==> src/hdl/cc20_pkg.sv <==
// ----------------------------------------------------------------------------
// cc20_pkg
// Shared types and constants of the ChaCha20 stream cipher.
// ----------------------------------------------------------------------------
package cc20_pkg;

  typedef logic [15:0][31:0] words_t;

  localparam logic [31:0] SIGMA0 = 32'h6170_7865;
  localparam logic [31:0] SIGMA1 = 32'h3320_646e;
  localparam logic [31:0] SIGMA2 = 32'h7962_2d32;
  localparam logic [31:0] SIGMA3 = 32'h6b20_6574;

  localparam int DOUBLE_ROUNDS = 10;
  localparam int STEPS_PER_DR  = 4;
  localparam int ROUND_STEPS   = DOUBLE_ROUNDS * STEPS_PER_DR;
  localparam int STEP_W        = $clog2(ROUND_STEPS);
  localparam logic [STEP_W-1:0] LAST_STEP = STEP_W'(ROUND_STEPS - 1);

  localparam logic [2:0] CFG_KEY0     = 3'd0;
  localparam logic [2:0] CFG_KEY1     = 3'd1;
  localparam logic [2:0] CFG_KEY2     = 3'd2;
  localparam logic [2:0] CFG_KEY3     = 3'd3;
  localparam logic [2:0] CFG_NONCE_LO = 3'd4;
  localparam logic [2:0] CFG_NONCE_HI = 3'd5;
  localparam logic [2:0] CFG_INIT_CTR = 3'd6;

  localparam logic [3:0] FULL_COUNT = 4'd8;

endpackage

==> src/hdl/cc20_round_unit.sv <==
// ----------------------------------------------------------------------------
// cc20_round_unit
// Half of a quarter round on four lanes at once, column or diagonal order.
// ----------------------------------------------------------------------------
module cc20_round_unit (
  input  cc20_pkg::words_t w_in,
  input  logic             diag,
  input  logic             second,
  output cc20_pkg::words_t w_out
);

  function automatic logic [31:0] rotl(input logic [31:0] v, input int n);
    rotl = (v << n) | (v >> (32 - n));
  endfunction

  always_comb begin
    logic [1:0]  li;
    logic [3:0]  ai, bi, ci, di;
    logic [31:0] a, b, c, d, x, y;
    w_out = w_in;
    for (int i = 0; i < 4; i++) begin
      li = 2'(i);
      ai = {2'b00, li};
      bi = {2'b01, li + (diag ? 2'd1 : 2'd0)};
      ci = {2'b10, li + (diag ? 2'd2 : 2'd0)};
      di = {2'b11, li + (diag ? 2'd3 : 2'd0)};
      a  = w_in[ai] + w_in[bi];
      x  = w_in[di] ^ a;
      d  = second ? rotl(x, 8) : rotl(x, 16);
      c  = w_in[ci] + d;
      y  = w_in[bi] ^ c;
      b  = second ? rotl(y, 7) : rotl(y, 12);
      w_out[ai] = a;
      w_out[bi] = b;
      w_out[ci] = c;
      w_out[di] = d;
    end
  end

endmodule

==> src/hdl/cc20_block_core.sv <==
// ----------------------------------------------------------------------------
// cc20_block_core
// Keystream block sequencer: 40 round-unit steps, then the feed-forward add.
// ----------------------------------------------------------------------------
module cc20_block_core (
  input  logic             clk,
  input  logic             rst,
  input  logic             start,
  input  cc20_pkg::words_t init_words,
  output logic             done,
  output cc20_pkg::words_t ks_words
);

  typedef enum logic [1:0] {IDLE, ROUND, FINAL} state_t;

  state_t                       state;
  logic [cc20_pkg::STEP_W-1:0]  step;
  cc20_pkg::words_t             words;
  cc20_pkg::words_t             words_next;

  cc20_round_unit u_round (
    .w_in   (words),
    .diag   (step[1]),
    .second (step[0]),
    .w_out  (words_next)
  );

  always_ff @(posedge clk) begin
    if (rst) begin
      state <= IDLE;
      step  <= '0;
      done  <= 1'b0;
    end else begin
      done <= 1'b0;
      unique case (state)
        IDLE: begin
          if (start) begin
            words <= init_words;
            step  <= '0;
            state <= ROUND;
          end
        end
        ROUND: begin
          words <= words_next;
          if (step == cc20_pkg::LAST_STEP) begin
            state <= FINAL;
          end else begin
            step <= step + 1'b1;
          end
        end
        FINAL: begin
          for (int i = 0; i < 16; i++) begin
            ks_words[i] <= words[i] + init_words[i];
          end
          done  <= 1'b1;
          state <= IDLE;
        end
        default: state <= IDLE;
      endcase
    end
  end

  a_start_idle: assert property (@(posedge clk) disable iff (rst)
    start |-> state == IDLE) else $error("block start while busy");
  a_step_range: assert property (@(posedge clk) disable iff (rst)
    state == ROUND |-> step <= cc20_pkg::LAST_STEP) else $error("step overrun");
  a_done_pulse: assert property (@(posedge clk) disable iff (rst)
    done |-> $past(state) == FINAL && state == IDLE) else $error("stray done");

endmodule

==> src/hdl/chacha20_stream_cipher.sv <==
// ----------------------------------------------------------------------------
// chacha20_stream_cipher
// ChaCha20 keystream XOR over 8-byte requests, one keystream block per
// eight non-empty requests.
//
//   channel  direction  handshake              payload
//   in       input      in_valid / in_stall    start_req, data_word, byte_count
//   out      output     out_valid / out_stall  result_word, result_count
//   cfg      input      cfg_write              cfg_index, cfg_data
//
// A request that opens a keystream block waits in GEN for the 40-step loop
// through the shared round unit plus load and feed-forward; no new request is
// taken until the previous one has been written to the output register.
// Reset is synchronous; no clearing pass. A stalled result sits in the output
// register while the next request is taken and computed.
// ----------------------------------------------------------------------------
module chacha20_stream_cipher (
  input  logic        clk,
  input  logic        rst,
  input  logic        in_valid,
  output logic        in_stall,
  input  logic        start_req,
  input  logic [63:0] data_word,
  input  logic [3:0]  byte_count,
  output logic        out_valid,
  input  logic        out_stall,
  output logic [63:0] result_word,
  output logic [3:0]  result_count,
  input  logic        cfg_write,
  input  logic [2:0]  cfg_index,
  input  logic [63:0] cfg_data
);

  typedef enum logic [1:0] {IDLE, GEN, EMIT} state_t;

  state_t           state;
  logic [63:0]      key0, key1, key2, key3, nonce_lo;
  logic [31:0]      nonce_hi, init_ctr;
  logic [31:0]      blk_ctr, build_ctr;
  logic [2:0]       word_pos, item_pos;
  logic [63:0]      item_data;
  logic [3:0]       item_count;
  logic             core_start, core_done;
  cc20_pkg::words_t init_words, ks_words;

  logic        accept;
  logic [3:0]  cnt_sat;
  logic [31:0] ctr_eff;
  logic [2:0]  pos_eff;
  logic [63:0] ks, mask;

  assign accept   = in_valid && !in_stall;
  assign in_stall = (state != IDLE);
  assign cnt_sat  = (byte_count > cc20_pkg::FULL_COUNT) ? cc20_pkg::FULL_COUNT : byte_count;
  assign ctr_eff  = start_req ? init_ctr : blk_ctr;
  assign pos_eff  = start_req ? 3'd0 : word_pos;
  assign ks       = {ks_words[{item_pos, 1'b1}], ks_words[{item_pos, 1'b0}]};

  always_comb begin
    for (int i = 0; i < 8; i++) begin
      mask[8*i +: 8] = (4'(i) < item_count) ? 8'hff : 8'h00;
    end
  end

  assign init_words = {nonce_hi, nonce_lo[63:32], nonce_lo[31:0], build_ctr,
                       key3[63:32], key3[31:0], key2[63:32], key2[31:0],
                       key1[63:32], key1[31:0], key0[63:32], key0[31:0],
                       cc20_pkg::SIGMA3, cc20_pkg::SIGMA2, cc20_pkg::SIGMA1,
                       cc20_pkg::SIGMA0};

  cc20_block_core u_core (
    .clk        (clk),
    .rst        (rst),
    .start      (core_start),
    .init_words (init_words),
    .done       (core_done),
    .ks_words   (ks_words)
  );

  always_ff @(posedge clk) begin
    if (rst) begin
      key0     <= '0;
      key1     <= '0;
      key2     <= '0;
      key3     <= '0;
      nonce_lo <= '0;
      nonce_hi <= '0;
      init_ctr <= 32'd1;
    end else if (cfg_write) begin
      unique case (cfg_index)
        cc20_pkg::CFG_KEY0:     key0     <= cfg_data;
        cc20_pkg::CFG_KEY1:     key1     <= cfg_data;
        cc20_pkg::CFG_KEY2:     key2     <= cfg_data;
        cc20_pkg::CFG_KEY3:     key3     <= cfg_data;
        cc20_pkg::CFG_NONCE_LO: nonce_lo <= cfg_data;
        cc20_pkg::CFG_NONCE_HI: nonce_hi <= cfg_data[31:0];
        cc20_pkg::CFG_INIT_CTR: init_ctr <= cfg_data[31:0];
        default: ;
      endcase
    end
  end

  always_ff @(posedge clk) begin
    if (rst) begin
      state      <= IDLE;
      blk_ctr    <= '0;
      word_pos   <= '0;
      core_start <= 1'b0;
      out_valid  <= 1'b0;
    end else begin
      core_start <= 1'b0;
      if (out_valid && !out_stall && state != EMIT) begin
        out_valid <= 1'b0;
      end
      unique case (state)
        IDLE: begin
          if (accept) begin
            item_data  <= data_word;
            item_count <= cnt_sat;
            item_pos   <= pos_eff;
            if (cnt_sat == 4'd0) begin
              blk_ctr  <= ctr_eff;
              word_pos <= pos_eff;
              state    <= EMIT;
            end else if (pos_eff == 3'd0) begin
              build_ctr  <= ctr_eff;
              blk_ctr    <= ctr_eff + 32'd1;
              word_pos   <= 3'd1;
              core_start <= 1'b1;
              state      <= GEN;
            end else begin
              blk_ctr  <= ctr_eff;
              word_pos <= pos_eff + 3'd1;
              state    <= EMIT;
            end
          end
        end
        GEN: begin
          if (core_done) begin
            state <= EMIT;
          end
        end
        EMIT: begin
          if (!out_valid || !out_stall) begin
            result_word  <= (item_data ^ ks) & mask;
            result_count <= item_count;
            out_valid    <= 1'b1;
            state        <= IDLE;
          end
        end
        default: state <= IDLE;
      endcase
    end
  end

  a_done_in_gen: assert property (@(posedge clk) disable iff (rst)
    core_done |-> state == GEN) else $error("keystream done outside build");
  a_start_from_accept: assert property (@(posedge clk) disable iff (rst)
    core_start |-> $past(accept) && state == GEN) else $error("stray block start");
  a_pos_advance: assert property (@(posedge clk) disable iff (rst)
    accept && byte_count != 4'd0 |=> word_pos == $past(pos_eff) + 3'd1)
    else $error("word position did not advance");

endmodule
==> config.mk <==
export PLATFORM = sky130hd
export DESIGN_NAME = chacha20_stream_cipher
export DESIGN_NICKNAME = d
export VERILOG_FILES = /design/src/hdl/cc20_pkg.sv /design/src/hdl/cc20_round_unit.sv /design/src/hdl/cc20_block_core.sv /design/src/hdl/chacha20_stream_cipher.sv
export SDC_FILE = /design/constraint.sdc
export NUM_CORES = 2
export LEC_CHECK = 0
export BUFFER_PORTS_ARGS = -buffer_cell sky130_fd_sc_hd__buf_4
export CORE_ASPECT_RATIO = 0.75
export CORE_MARGIN = 1.5
export CORE_UTILIZATION = 45
export CTS_CLUSTER_DIAMETER = 60
export DETAILED_ROUTE_END_ITERATION = 6
export PLACE_DENSITY = 0.7
export SLEW_MARGIN = 20
export SYNTH_ARGS = -nofsm -noshare
export SYNTH_HDL_FRONTEND = slang
export SYNTH_SLANG_ARGS = --single-unit
==> constraint.sdc <==
create_clock -name clk -period 53.4 [get_ports clk]
set_clock_uncertainty 0.15 [all_clocks]
set_input_delay 2.67 -clock clk [delete_from_list [all_inputs] [get_ports clk]]
set_output_delay 2.67 -clock clk [all_outputs]
set_load 0.005 [all_outputs]
==> results.cfg <==
[power_and_ir_drop]
ir_drop_mv = 0.0287
p_switching_mw = 1.98
power_frac_comb_pct = 36.9
power_leakage_nw = 45.2
seqPwrFrac_pct = 31.2
fin_total_pwr_mw = 4.72
swShare_pct = 42.0
powerDensity_mw_per_mm2 = 39.8
pwr-share-clk_pct = 31.9
intPower_mw = 2.74

[global_route]
grtUsageTotal_pct = 49.0
antenna_found_initial = 125
grt_util_met1_pct = 65.2
grt_use_met3_pct = 24.7
busiest_layer = met1
grt_pass1_wl_um = 781000
overflow = 0
grt_max_degree = 125
use_met2_pct = 63.8
grt_pass1_vias = 88048

[synth]
syn_area_sq_mm = 0.105
synth.top_cell.area_share_pct = 34.1
synth_area_per_cell_sq_um = 9.77
synth_cells = 10776
synth_edf_count = 1195
synth_area_leaders = edfxtp_1, dfxtp_1, ha_1
synth_seq_area_share_pct = 42.3
synth_seq_cells = 1627
ys_async_sr_fraction_pct = 0
synth_cell_types = 121
synth-warning-count = 0
synth_top_area_cell = edfxtp_1
ys.flop_type = edfxtp_1
syn_nets = 11561

[timing]
fin_crit_sh_pct = 23.8
finalSetupViolCount = 0
hold_viol = 0
worstMarginPinSlew_ns = 1.36
relSlewSlack_pct = 8.89
fmax_mhz = 78.5
finalCriticalPeriod_ns = 12.74
fin_setup_tns_ns = 0
drv_slew = 0
rsz0062_at_grt = no

[placement]
place_congestion = 1.15
portBuffers = 210
hpwl_um = 476000

[clocking]
clock_path_buffers = 4
path_clk_slew_ns = 0.07
cts.repair.resized = 0
numClockSinks = 1627
clock_latency_ns = 0.93
cts_tree = yes
ctsHoldBuffers = 0
cts_setup_buffers = 0
cts_buffers = 199
htree_levels = 4
cts_root_buffer = clkbuf_16

[run]
cap_violations = 0

[finish]
drive_gt1_share_pct = 12.2
fillCellCount = 20729
area_growth_pct = 12.6
nNetsFinal = 11736
regArea_sq_mm = 0.0445
multi_input_area_sq_mm = 0.0582

[worst_setup_path]
rr_startpoint = u_core.words[193]
ff2ff_path_depth = 35
critPathMaxFanout = 4
startpoint_type = register
crit_required_ns = 53.89
cp.arrival_ns = 13.22
critPathCaptureType = register
rrSetupSlack_ns = 40.66
worstSetupPathType = register to register
rr_endpoint = u_core.words[202]
crit_top_cell = o21ai_0
max_stage_delay_ns = 0.88
cpMaxStageDelayCell = xnor2_1

[routing]
routed_wl_um = 598000
vias_per_cell = 6.81
drt_drc_violations_left = 4
drt_iter0_drc = 16609
num_vias = 97507
dr.pass1.iters = 7
ant_nets = 0
wl_per_cell_um = 41.8

[min_path]
holdPathEnd = word_pos[1]
min_from = word_pos[1]
min_path_type = register to register
whs_path_depth = 2

[floorplanning]
ios = 211
row_count = 153
initial_utilization_pct = 45.3
die_x_um = 561
die_h_um = 422
dieArea_sq_mm = 0.237
core_area_sq_mm = 0.232

[status]
outcome = finished, violations left
violations = DRC
## cells in the mapped netlist, drive strengths merged, types with 58 or more instances
master,count
nand2,1553
edfxtp,1195
a21oi,1016
nor2,831
o21ai,680
xnor2,651
ha,624
mux2i,458
dfxtp,432
clkbuf,370
xor2,361
inv,327
mux2,273
a21o,186
nand3,153
nor3,153
mux4,133
nand2b,121
and2,100
a31oi,98
buf,87
o21bai,84
o21a,83
and3,78
nor2b,76
o211ai,58
## worst max path at each step
stage	cells past startpoint	slack, ns	end	from
global route	37	40.76	u_core.words[130]	u_core.step[1]
global placement	31	40.61	u_core.words[202]	u_core.step[1]
floorplan	3	11.12	u_core.ks_words[0]	rst
CTS	33	41.26	u_core.words[202]	u_core.step[1]
detailed placement	30	41.29	u_core.words[128]	u_core.step[1]
finish	35	40.66	u_core.words[202]	u_core.words[193]
## placed cells by master, fill, tap and decap left out, types with 82 or more instances in the layout
master and count:
a21o_1 185, a21oi_1 1007, a31oi_1 95, and2_1 98, buf_4 424, clkbuf_16 204, dfxtp_1 430, diode_2 96
edfxtp_1 1195, ha_1 624, inv_1 324, mux2_2 273, mux2i_1 420, mux4_2 133, nand2_1 1547, nand2b_1 120
nand3_1 150, nor2_1 818, nor3_1 144, o21a_1 82, o21ai_0 648, o21bai_1 82, xnor2_1 642, xor2_1 358
## critical path: cells and delay by family (launching register included)
kind,cells,cell delay [ns]
AO/OA/AOI/OAI,22,6.90
multiplexers,1,0.40
XOR/XNOR,4,2.06
AND/OR/NAND/NOR,4,0.91
flip-flops,1,0.70
buffers and inverters,1,0.07
adder cells (fa/ha/maj),3,1.24
## metrics by stage
stage | util [%] | std cells | setup WS (ns) | hold WS (ns) | cell area [sq um]
after floorplan | - | 10776 | 11.12 | 0.282 | 105000
after global placement | 47.8 | 13847 | 40.61 | 0.290 | 111000
after detailed placement | 47.8 | 13849 | 41.29 | 0.295 | 111000
after CTS | 50.9 | 14213 | 41.26 | 0.302 | 118000
after global routing | 50.9 | 14223 | 40.76 | 0.321 | 118000
final | 51.0 | 14310 | 40.66 | 0.301 | 119000
## sequential cells by signal, indices dropped and copies added (netlist names), 64 cells and up
| name | flops |
|---|---|
| item_data | 64 |
| key2 | 64 |
| nonce_lo | 64 |
| key0 | 64 |
| u_core.words | 512 |
| key1 | 64 |
| u_core.ks_words | 512 |
| result_word | 64 |
| key3 | 64 |
## power by group through the flow
stage / clock (mW) / combinational, mW / sequential [mW]
6_report: 1.51 / 1.74 / 1.47
2_1_floorplan: 0 / 0.791 / 1.47
3_5_place_dp: 0 / 1.60 / 1.49
3_3_place_gp: 0 / 1.60 / 1.49
4_1_cts: 1.50 / 1.61 / 1.46
5_1_grt: 1.54 / 1.71 / 1.47
## logic make-up (layout without fill, tap and decap cells)
| logic type | count (synthesis) | after routing | synth area share, % |
|---|---|---|---|
| and+or+nand+nor | 3255 | 3255 | 13.5 |
| adders and majority gates | 646 | 646 | 7.82 |
| other | 0 | 96 | 0 |
| xor gates and xnor gates | 1022 | 1022 | 8.64 |
| AOI/OAI and AO/OA | 2574 | 2574 | 14.7 |
| buffers and inverters | 788 | 1126 | 2.99 |
| muxes | 864 | 864 | 10.1 |
| DFF | 1627 | 1627 | 42.3 |
## cell type report
| type | instances | share of cell area [%] |
|---|---|---|
| antenna | 96 | 0.203 |
| inverter | 328 | 1.05 |
| multi-input combinational | 8361 | 49.1 |
| timing repair buffer | 434 | 2.84 |
| tap | 3100 | 3.27 |
| sequential | 1627 | 37.6 |
| clock inverter | 116 | 1.36 |
| clock buffer | 248 | 4.57 |
## routing by layer
| layer | routed length [um] | up-vias |
|---|---|---|
| met4 | 37700 | 66 |
| li1 | - | 39356 |
| met5 | 564 | - |
| met2 | 225000 | 8489 |
| met3 | 102000 | 1538 |
| met1 | 233000 | 48058 |
No activity file was read; power rests on OpenSTA's default activity.
